**src/rtl/core/kwsd_pkg.sv**
```systemverilog
// ----------------------------------------------------------------------------
// kwsd_pkg
// Shared types and constants for the keypad and wheel scancode decoder.
// ----------------------------------------------------------------------------
package kwsd_pkg;

	localparam int APB_AW = 3;
	localparam int APB_DW = 32;

	localparam logic [APB_AW-1:0] REG_THIRD_GEN_MODE = 3'd0;

	localparam logic [6:0] SC_CTRL = 7'd29;
	localparam logic [6:0] SC_Q    = 7'd16;
	localparam logic [6:0] SC_S    = 7'd31;
	localparam logic [6:0] SC_L    = 7'd38;
	localparam logic [6:0] SC_R    = 7'd19;

	localparam logic [7:0] SPUR_SRC = 8'h40;
	localparam logic [7:0] SPUR_LVL = 8'hbf;

	localparam int HOLD_BIT = 5;
	localparam int NUM_BTN  = 5;

	localparam logic [6:0] BTN_CODE [NUM_BTN] = '{7'd33, 7'd28, 7'd32, 7'd17, 7'd50};

	localparam logic [2:0] HOLD_EVENTS  = 3'd4;
	localparam logic [1:0] WHEEL_EVENTS = 2'd2;

	typedef enum logic [1:0] {
		DIR_NONE = 2'd0,
		DIR_FWD  = 2'd1,
		DIR_BWD  = 2'd2
	} wheel_dir_t;

	// one queued word: what is still to be sent for one input event
	typedef struct packed {
		logic [2:0]         hold_cnt;
		logic               hold_s;
		logic [NUM_BTN-1:0] btn_mask;
		logic [NUM_BTN-1:0] btn_lvl;
		logic [1:0]         whl_cnt;
		logic               whl_l;
	} plan_t;

	// Gray-code step: 0->1->3->2->0 is forward
	function automatic wheel_dir_t wheel_dir(input logic [1:0] prev, input logic [1:0] now);
		wheel_dir_t d;
		d = DIR_NONE;
		unique case ({prev, now})
			4'b00_01, 4'b01_11, 4'b11_10, 4'b10_00: d = DIR_FWD;
			4'b01_00, 4'b11_01, 4'b10_11, 4'b00_10: d = DIR_BWD;
			default: d = DIR_NONE;
		endcase
		return d;
	endfunction

endpackage

```
**src/rtl/core/kwsd_front.sv**
```systemverilog
// ----------------------------------------------------------------------------
// kwsd_front
// Classifies pin-change events, tracks wheel and hold state, builds plans.
// ----------------------------------------------------------------------------
module kwsd_front (
	input  logic                clk,
	input  logic                arst_n,
	input  logic                third_gen_mode,
	input  logic                accept,
	input  logic [7:0]          source_mask,
	input  logic [7:0]          pin_levels,
	output logic                plan_push,
	output kwsd_pkg::plan_t     plan
);

	logic       take;
	logic [1:0] prev_wheel_q;
	logic       known_q;
	logic       hrr_q;
	logic [1:0] prev_wheel_d;
	logic       known_d;
	logic       hrr_d;
	logic       spurious;
	logic       hold_hit;
	logic       send_s;
	logic       stop;
	logic [1:0] now;
	kwsd_pkg::wheel_dir_t dir;

	assign now = pin_levels[7:6];
	assign dir = kwsd_pkg::wheel_dir(prev_wheel_q, now);

	always_comb begin
		spurious = third_gen_mode & hrr_q & (source_mask == kwsd_pkg::SPUR_SRC)
			& (pin_levels == kwsd_pkg::SPUR_LVL);
		hold_hit = source_mask[kwsd_pkg::HOLD_BIT];
		send_s = third_gen_mode ? ~pin_levels[kwsd_pkg::HOLD_BIT]
			: pin_levels[kwsd_pkg::HOLD_BIT];
		stop = hold_hit & third_gen_mode;

		hrr_d = third_gen_mode ? 1'b0 : hrr_q;
		if (stop && !send_s) begin
			hrr_d = 1'b1;
		end

		plan = '0;
		plan.hold_cnt = hold_hit ? kwsd_pkg::HOLD_EVENTS : 3'd0;
		plan.hold_s = send_s;
		plan.btn_mask = stop ? '0 : source_mask[kwsd_pkg::NUM_BTN-1:0];
		plan.btn_lvl = pin_levels[kwsd_pkg::NUM_BTN-1:0];

		prev_wheel_d = prev_wheel_q;
		known_d = known_q;
		if (!stop && (source_mask[7:6] != 2'b00)) begin
			prev_wheel_d = now;
			known_d = 1'b1;
			if (known_q && dir != kwsd_pkg::DIR_NONE) begin
				plan.whl_cnt = kwsd_pkg::WHEEL_EVENTS;
				plan.whl_l = (dir == kwsd_pkg::DIR_FWD);
			end
		end
	end

	// valid item: ours and not the post-hold glitch
	assign take = accept & (source_mask != 8'd0) & ~spurious;
	assign plan_push = take & ((plan.hold_cnt != 3'd0) | (plan.btn_mask != '0)
		| (plan.whl_cnt != 2'd0));

	always_ff @(posedge clk or negedge arst_n) begin
		if (!arst_n) begin
			prev_wheel_q <= 2'd0;
			known_q <= 1'b0;
			hrr_q <= 1'b0;
		end else if (take) begin
			prev_wheel_q <= prev_wheel_d;
			known_q <= known_d;
			hrr_q <= hrr_d;
		end
	end

endmodule

```
**src/rtl/core/kwsd_fifo.sv**
```systemverilog
// ----------------------------------------------------------------------------
// kwsd_fifo
// Four-word plan queue between the front and back parts.
// ----------------------------------------------------------------------------
module kwsd_fifo (
	input  logic            clk,
	input  logic            arst_n,
	input  logic            wr_en,
	input  kwsd_pkg::plan_t wr_data,
	input  logic            rd_en,
	output kwsd_pkg::plan_t rd_data,
	output logic            full,
	output logic            empty
);

	kwsd_pkg::plan_t mem_q [4];
	logic [1:0] wr_ptr_q;
	logic [1:0] rd_ptr_q;
	logic [2:0] cnt_q;
	logic       do_wr;
	logic       do_rd;

	assign full  = (cnt_q == 3'd4);
	assign empty = (cnt_q == 3'd0);
	assign do_wr = wr_en & ~full;
	assign do_rd = rd_en & ~empty;
	assign rd_data = mem_q[rd_ptr_q];

	always_ff @(posedge clk) begin
		if (do_wr) begin
			mem_q[wr_ptr_q] <= wr_data;
		end
	end

	always_ff @(posedge clk or negedge arst_n) begin
		if (!arst_n) begin
			wr_ptr_q <= 2'd0;
			rd_ptr_q <= 2'd0;
			cnt_q <= 3'd0;
		end else begin
			if (do_wr) begin
				wr_ptr_q <= wr_ptr_q + 2'd1;
			end
			if (do_rd) begin
				rd_ptr_q <= rd_ptr_q + 2'd1;
			end
			cnt_q <= cnt_q + {2'd0, do_wr} - {2'd0, do_rd};
		end
	end

endmodule

```
**src/rtl/core/kwsd_back.sv**
```systemverilog
// ----------------------------------------------------------------------------
// kwsd_back
// Walks one plan per input event; emits one key event per cycle while popped.
// ----------------------------------------------------------------------------
module kwsd_back (
	input  logic            clk,
	input  logic            arst_n,
	input  kwsd_pkg::plan_t head,
	input  logic            q_empty,
	output logic            q_pop,
	output logic            empty,
	input  logic            pop,
	output logic [6:0]      scancode,
	output logic            pressed,
	output logic            last_of_run
);

	kwsd_pkg::plan_t work_q;
	kwsd_pkg::plan_t cur;
	kwsd_pkg::plan_t nxt;
	logic       busy_q;
	logic       out_valid_q;
	logic [6:0] code_q;
	logic       press_q;
	logic       last_q;
	logic [6:0] code;
	logic       press;
	logic       last;
	logic       have;
	logic       fire;
	logic [2:0] idx;

	assign cur  = busy_q ? work_q : head;
	assign have = busy_q | ~q_empty;
	assign fire = have & (~out_valid_q | pop);
	assign q_pop = fire & ~busy_q;

	always_comb begin
		nxt = cur;
		code = kwsd_pkg::SC_CTRL;
		press = 1'b0;
		idx = 3'd0;
		for (int i = kwsd_pkg::NUM_BTN - 1; i >= 0; i--) begin
			if (cur.btn_mask[i]) begin
				idx = 3'(i);
			end
		end
		if (cur.hold_cnt != 3'd0) begin
			nxt.hold_cnt = cur.hold_cnt - 3'd1;
			unique case (cur.hold_cnt)
				3'd4: begin
					code = kwsd_pkg::SC_CTRL;
					press = 1'b1;
				end
				3'd3: begin
					code = cur.hold_s ? kwsd_pkg::SC_S : kwsd_pkg::SC_Q;
					press = 1'b1;
				end
				3'd2: begin
					code = cur.hold_s ? kwsd_pkg::SC_S : kwsd_pkg::SC_Q;
					press = 1'b0;
				end
				default: begin
					code = kwsd_pkg::SC_CTRL;
					press = 1'b0;
				end
			endcase
		end else if (cur.btn_mask != '0) begin
			code = kwsd_pkg::BTN_CODE[idx];
			press = ~cur.btn_lvl[idx];
			nxt.btn_mask[idx] = 1'b0;
		end else begin
			code = cur.whl_l ? kwsd_pkg::SC_L : kwsd_pkg::SC_R;
			press = (cur.whl_cnt == kwsd_pkg::WHEEL_EVENTS);
			nxt.whl_cnt = cur.whl_cnt - 2'd1;
		end
		last = (nxt.hold_cnt == 3'd0) & (nxt.btn_mask == '0) & (nxt.whl_cnt == 2'd0);
	end

	always_ff @(posedge clk) begin
		if (fire) begin
			work_q <= nxt;
			code_q <= code;
			press_q <= press;
			last_q <= last;
		end
	end

	always_ff @(posedge clk or negedge arst_n) begin
		if (!arst_n) begin
			busy_q <= 1'b0;
			out_valid_q <= 1'b0;
		end else begin
			if (fire) begin
				busy_q <= ~last;
				out_valid_q <= 1'b1;
			end else if (pop) begin
				out_valid_q <= 1'b0;
			end
		end
	end

	assign empty = ~out_valid_q;
	assign scancode = code_q;
	assign pressed = press_q;
	assign last_of_run = last_q;

endmodule

```
**src/rtl/core/keypad_wheel_scancode_decoder_unit.sv**
```systemverilog
// First key event of an input goes through the plan queue, then the back output register.
// Key events leave one per cycle when popped, up to eleven per input, paced by kwsd_back.
// Inputs are taken every cycle while the four-word plan queue has room.
// Asynchronous active-low reset clears wheel and hold state, queue and mode register.
// ----------------------------------------------------------------------------
// keypad_wheel_scancode_decoder_unit
// Turns hold, button and wheel pin events into scancode press/release words.
// ----------------------------------------------------------------------------
module keypad_wheel_scancode_decoder_unit (
	input  logic                          clk,
	input  logic                          arst_n,
	input  logic                          psel,
	input  logic                          penable,
	input  logic                          pwrite,
	input  logic [kwsd_pkg::APB_AW-1:0]   paddr,
	input  logic [kwsd_pkg::APB_DW-1:0]   pwdata,
	output logic [kwsd_pkg::APB_DW-1:0]   prdata,
	output logic                          pready,
	input  logic                          push,
	output logic                          full,
	input  logic [7:0]                    source_mask,
	input  logic [7:0]                    pin_levels,
	output logic                          empty,
	input  logic                          pop,
	output logic [6:0]                    scancode,
	output logic                          pressed,
	output logic                          last_of_run
);

	logic            mode_q;
	logic            reg_hit;
	logic            plan_push;
	logic            q_pop;
	logic            q_empty;
	kwsd_pkg::plan_t plan;
	kwsd_pkg::plan_t head;

	assign pready = 1'b1;
	assign reg_hit = (paddr[kwsd_pkg::APB_AW-1:2]
		== kwsd_pkg::REG_THIRD_GEN_MODE[kwsd_pkg::APB_AW-1:2]);
	assign prdata = reg_hit ? {{(kwsd_pkg::APB_DW-1){1'b0}}, mode_q} : '0;

	always_ff @(posedge clk or negedge arst_n) begin
		if (!arst_n) begin
			mode_q <= 1'b0;
		end else if (psel && penable && pwrite && pready && reg_hit) begin
			mode_q <= pwdata[0];
		end
	end

	kwsd_front u_front (
		.clk            (clk),
		.arst_n         (arst_n),
		.third_gen_mode (mode_q),
		.accept         (push & ~full),
		.source_mask    (source_mask),
		.pin_levels     (pin_levels),
		.plan_push      (plan_push),
		.plan           (plan)
	);

	kwsd_fifo u_fifo (
		.clk     (clk),
		.arst_n  (arst_n),
		.wr_en   (plan_push),
		.wr_data (plan),
		.rd_en   (q_pop),
		.rd_data (head),
		.full    (full),
		.empty   (q_empty)
	);

	kwsd_back u_back (
		.clk         (clk),
		.arst_n      (arst_n),
		.head        (head),
		.q_empty     (q_empty),
		.q_pop       (q_pop),
		.empty       (empty),
		.pop         (pop),
		.scancode    (scancode),
		.pressed     (pressed),
		.last_of_run (last_of_run)
	);

endmodule

```
**config.mk**
```make
export PLATFORM = sky130hd
export DESIGN_NAME = keypad_wheel_scancode_decoder_unit
export DESIGN_NICKNAME = d
export VERILOG_FILES = /design/src/rtl/core/kwsd_pkg.sv /design/src/rtl/core/kwsd_front.sv /design/src/rtl/core/kwsd_fifo.sv /design/src/rtl/core/kwsd_back.sv /design/src/rtl/core/keypad_wheel_scancode_decoder_unit.sv
export SDC_FILE = /design/constraint.sdc
export NUM_CORES = 1
export LEC_CHECK = 0
export ABC_CLOCK_PERIOD_IN_PS = 3100
export BUFFER_PORTS_ARGS = -buffer_cell sky130_fd_sc_hd__buf_4
export CORE_ASPECT_RATIO = 0.9
export CORE_UTILIZATION = 50
export CTS_BUF_LIST = sky130_fd_sc_hd__clkbuf_16
export DETAILED_ROUTE_END_ITERATION = 12
export PLACE_DENSITY = 0.76
export SYNTH_ARGS = -nofsm -noshare
export SYNTH_HDL_FRONTEND = slang
export SYNTH_HIERARCHICAL = 1
export SYNTH_SLANG_ARGS = --single-unit
```
**constraint.sdc**
```tcl
create_clock -name clk -period 3.1 [get_ports clk]
set_input_delay 0 -clock clk [delete_from_list [all_inputs] [get_ports clk]]
set_output_delay 0 -clock clk [all_outputs]
set_load 0.01 [all_outputs]
```
# Yosys cells after proc, flatten, opt, wreduce, memory -nomap -nowiden

Memories as Yosys holds them, arrays and structs flattened.
Index checks and enable logic that the tools add are counted.

Bits in read-only memories: 88
Register bits after elaboration: 40
Memory bits (writable): 68
Output and inout port bits: 44
Bits of input ports: 58
Memories kept: 3
Logic and storage cells: 132

Memory list:

| memory           | words | bits a word | rd ports | clocked after memory_dff | write ports | line            | text |
|---|---|---|---|---|---|---|---|
| u_fifo.mem_q     | 4     | 17          | 1        | 0                        | 1           | kwsd_fifo.sv:16 | `kwsd_pkg::plan_t mem_q [4];` |
| (name not given) | 8     | 7           | 1        | 0                        | 0           | kwsd_back.sv:69 | `code = kwsd_pkg::BTN_CODE[idx];` |
| (name not given) | 16    | 2           | 1        | 0                        | 0           | kwsd_pkg.sv:49  | `unique case ({prev, now})` |

Magnitude comparators: 3
Equal/unequal tests: 8
Bitwise operators: 30
Multiplexer cells: 37
Reductions and logical operators: 27
$add $sub $neg: 6

Operators with widths:

| kind                                                       | number |
|---|---|
| 2-to-1 mux 7 bit                                           | 5 |
| 2-to-1 mux 3 bit                                           | 9 |
| 2-to-1 mux 17 bit                                          | 1 |
| 2-to-1 mux 5 bit                                           | 3 |
| bitwise AND 1 bit                                          | 14 |
| 2-to-1 mux 1 bit                                           | 13 |
| nonzero test 2 bit                                         | 5 |
| nonzero test 5 bit                                         | 2 |
| NOT 1 bit                                                  | 9 |
| == test 8 x 7 -> 1 bit, second input constant              | 1 |
| == test 8 bit, second input constant                       | 1 |
| nonzero test 8 bit                                         | 1 |
| logical AND 1 bit                                          | 7 |
| == test 3 x 2 -> 1 bit, second input constant              | 2 |
| == test 3 bit, second input constant                       | 2 |
| logical NOT 3 bit                                          | 2 |
| 2-to-1 mux 6 bit                                           | 1 |
| nonzero test 3 bit                                         | 2 |
| bitwise AND 5 bit                                          | 1 |
| logical NOT 5 bit                                          | 1 |
| NOT 5 bit                                                  | 1 |
| adder 2 x 1 -> 2 bit, second input constant                | 2 |
| >= comparator 4 bit, second input constant                 | 1 |
| less-than comparator 3 x 4 -> 1 bit, second input constant | 1 |
| 17 further kinds                                           | 24 |

# Longest topological paths before layout

An unclocked memory read counts as a cell.

Depth in word-level cells: 19
Mapped depth: 12
Mapped depth without buffers: 11

# Cells and area by module

Netlist, hierarchy kept.

Modules (own cells, without submodules):

| module                             | seq. area each (um2) | cells each | times used | area each (um2) |
|---|---|---|---|---|
| kwsd_fifo                          | 2,217.1              | 130        | 1          | 2,969.1 |
| kwsd_back                          | 800.8                | 142        | 1          | 1,680.4 |
| kwsd_front                         | 100.1                | 52         | 1          | 421.7 |
| keypad_wheel_scancode_decoder_unit | 25.0                 | 39         | 1          | 307.8 |

# Worst setup path after synthesis

OpenSTA, ideal clock, no wires.

Path kind: reg2reg
From: reg u_fifo.rd_ptr_q[0]
To: reg u_back.busy_q
Arrival: 2,945 ps
Path slack: 25 ps
Stages on the path, launching flop included: 11
Required time: 2,971 ps
Setup time: 129 ps
Path buffers: 2
Clock period less this slack: 3,075 ps
Cells stage by stage: dfrtp_1 > buf_6 > mux4_1 > mux2i_1 > ha_1 > ha_1 > clkbuf_8 > nand3b_1 > o22ai_2 > mux2_2 > o41a_1

RTL lines:

| what                   | line            | text |
|---|---|---|
| from (decl)            | kwsd_fifo.sv:18 | `logic [1:0] rd_ptr_q;` |
| from (signal assigned) | kwsd_fifo.sv:45 | `rd_ptr_q <= rd_ptr_q + 2'd1;` |
| to (signal assigned)   | kwsd_back.sv:95 | `busy_q <= ~last;` |
| to (decl)              | kwsd_back.sv:21 | `logic busy_q;` |

==> flow_metrics.py <==
metrics = {
    "outcome": {
        "outcome": "complete, but fails checks",
        "violations": "DRC",
    },
    "setup_path": {
        "crit_chain": "buf_4 > mux4_1 > nor4_4 > nand3b_1 > o22ai_2 > mux2_2 > o41a_1",
        "crit_type": "reg -> reg",
        "cp.required_ns": 3.32,
        "crit_path_end_kind": "flip-flop",
        "crit_path_start_kind": "flip-flop",
        "critPathMaxFanout": 7,
        "cp_slowest_cell": "mux4_1",
        "critPathArrivalTime_ns": 3.20,
        "slowest_delay_ns": 0.64,
    },
    "synth": {
        "yosys_warnings": 6,
        "synthCells": 363,
        "synth_edf_count": 93,
        "synthFlopType": "edfxtp_1",
        "ys_types": 66,
        "avgSynthCellArea_sq_um": 14.8,
        "synth-seq-cells": 107,
        "seq_area_frac_synth_pct": 58.4,
        "async_flop_share_pct": 13.1,
        "netlist_area_sq_mm": 0.00538,
    },
    "placed_design": {
        "place_area_sq_mm": 0.00565,
        "io_buffer_count": 35,
        "dp_hpwl_mm": 6.42,
        "gp_congestion": 0.806,
    },
    "power_and_ir_drop": {
        "ir_drop_uv": 399,
        "leakagePower_uw": 0.00239,
        "p_per_area_mw_per_mm2": 765,
    },
    "floorplan": {
        "fp.dieW_microns": 111,
        "fp.dieArea_sq_mm": 0.0112,
        "core-area_sq_mm": 0.0103,
        "io_pins": 102,
        "chipHeight_microns": 100,
        "rows": 35,
        "initial_core_util_pct": 52.0,
    },
    "global_routing": {
        "antenna_found_initial": 0,
        "grt_max_degree": 36,
        "grt_pass1_wl_mm": 15.3,
        "gr-usage-all-layers_pct": 18.0,
        "first_global_vias": 3041,
        "overflow": 0,
    },
    "sta": {
        "finalCritPeriodShare_pct": 96.2,
        "fin_skew_ns": 0.00905,
        "slew_violations": 0,
        "min_period_ns": 2.98,
        "fmax_mhz": 335,
        "hold_viol_final": 0,
        "setup_viol": 0,
        "holdWs_ns": 0.0396,
        "setup_tns_ns": 0,
        "rsz0062_at_grt": "no",
    },
    "drt": {
        "first_pass_iters": 8,
        "via_count": 3017,
        "drt-initial-drc-count": 144,
        "wl_per_cell_microns": 16.8,
        "drc": 13,
        "via_per_inst": 5.45,
        "ant_nets": 0,
        "finalWirelength_mm": 9.29,
    },
    "finish": {
        "areaGrowthSynthToFinish_pct": 13.1,
        "multi_input_area_sq_mm": 0.00189,
        "mostFrequentLayoutCell": "edfxtp_1",
        "seqCellArea_sq_mm": 0.00314,
        "design_area_sq_mm": 0.00608,
        "utilization_pct": 58.8,
        "antennaDiodeCount": 0,
        "drive_above_1_share_pct": 23.5,
        "filler_cell_count": 799,
        "mostFrequentLayoutCells": "edfxtp_1, buf_4, conb_1, inv_1",
        "fin_nets": 491,
    },
    "clocking": {
        "clk_pin_slew_ns": 0.07,
        "cts_tree": "built",
        "cts_root_buffer": "clkbuf_16",
        "cts_setup_buffers": 0,
        "cts.sinks": 107,
        "clockBufferDepth": 2,
        "numCtsBuffers": 9,
        "cts_max_level": 3,
        "clock_latency_ns": 0.34,
    },
    "min_path": {
        "min_path_type": "in -> async",
    },
    "flow_run": {
        "cap_violations": 0,
    },
}
path summary, 6_finish.rpt:
check / end / start / cells past startpoint / slack, ns
worst max-delay path: u_back/busy_q / u_fifo/rd_ptr_q[0] / 7 / 0.12
worst min-delay path: u_front/prev_wheel_q[0] / arst_n / 2 / 0.04
worst max register to register: u_back/busy_q / u_fifo/rd_ptr_q[0] / 7 / 0.12
worst min register to register: u_front/known_q / u_front/known_q / 1 / 0.51
max in group asynchronous: u_back/busy_q / arst_n / 2 / 2.87
min in group clk: u_fifo/mem_q[3][10] / source_mask[2] / 2 / 0.05
registers in the layout, summed over array words and instances (netlist names):
signal                count
u_fifo/wr_ptr_q           2
mode_q                    1
u_front/hrr_q             1
u_front/prev_wheel_q      2
u_fifo/mem_q             68
u_back/last_of_run        1
u_back/pressed            1
u_front/known_q           1
u_fifo/rd_ptr_q           2
u_back/busy_q             1
u_back/work_q            17
u_back/scancode           6
u_back/out_valid_q        1
u_fifo/cnt_q              3
kinds of logic after synthesis:
group	count (synthesis)	synth area share [%]
AND/OR/NAND/NOR	79	9.47
buffers and inverters	71	8.93
multiplexers	42	12.9
other	4	0.279
flip-flops	107	58.4
adder cells (fa/ha/maj)	13	3.16
AO/OA/AOI/OAI	37	5.19
XOR/XNOR	10	1.63
cells in the mapped netlist (4+ instances only):
cell / count / share of area [%]
mux2i_1: 12 / 2.2
and3b_1: 4 / 0.65
nand3b_1: 4 / 0.56
nand2_1: 10 / 0.70
o21ai_0: 4 / 0.37
o211ai_1: 5 / 0.70
a21oi_1: 4 / 0.37
and2_1: 6 / 0.70
xor2_1: 4 / 0.65
dfrtp_1: 14 / 6.5
ha_1: 12 / 2.8
mux2_2: 9 / 1.9
edfxtp_1: 93 / 52
xnor2_1: 6 / 0.98
nor2_1: 13 / 0.91
buf_4: 45 / 6.3
nor3_1: 5 / 0.47
inv_1: 18 / 1.3
nor2b_1: 4 / 0.47
mux4_1: 9 / 4.4
conb_1: 4 / 0.28
nand2b_1: 7 / 0.81
mux4_2: 8 / 3.3
per-stage QoR:
stage	setup WS [ns]	std cells	power, uW
6_report	0.119	554	4650
5_1_grt	0.0360	554	4900
4_1_cts	0.116	554	4660
3_5_place_dp	0.183	524	3560
3_3_place_gp	0.194	524	3500
2_1_floorplan	0.0252	395	3170
repair_timing:
| action | in CTS | in global routing |
|---|---|---|
| resized for setup | 0 | 3 |
| hold endpoints to repair | 43 | 0 |
| hold buffers | 14 | 0 |
| endpoints found under the setup margin | 0 | 2 |
power by group:
group	total, uW	switching (uW)	internal [uW]
Sequential	2110	164	1950
Combinational	1460	776	685
Clock	1080	522	559
Total	4650	1460	3190
layer usage:
| metal | GRT usage (%) | share of wire [%] | up-vias |
|---|---|---|---|
| met5 | 0 | 0 | - |
| met4 | 6.34 | 1.2 | 0 |
| met3 | 4.17 | 3.3 | 8 |
| met2 | 30.0 | 50 | 92 |
| met1 | 23.5 | 46 | 1500 |
| li1 | - | - | 1417 |
worst max-delay path, delay by kind of cell (launching register included):
| kind | cells | cell delay, ns |
|---|---|---|
| buf+inv | 1 | 0.22 |
| simple gates | 2 | 0.58 |
| mux | 2 | 1.02 |
| compound gates | 2 | 0.58 |
| flops | 1 | 0.45 |
cell type report:
| class | count | share of cell area, % |
|---|---|---|
| Tap cell | 129 | 2.65 |
| Multi-Input combinational cell | 217 | 31.0 |
| Sequential cell | 107 | 51.7 |
| Inverter | 18 | 1.11 |
| Clock inverter | 7 | 0.967 |
| Timing Repair Buffer | 67 | 8.85 |
| Clock buffer | 9 | 3.70 |
No activity file was read; power rests on OpenSTA's default activity.
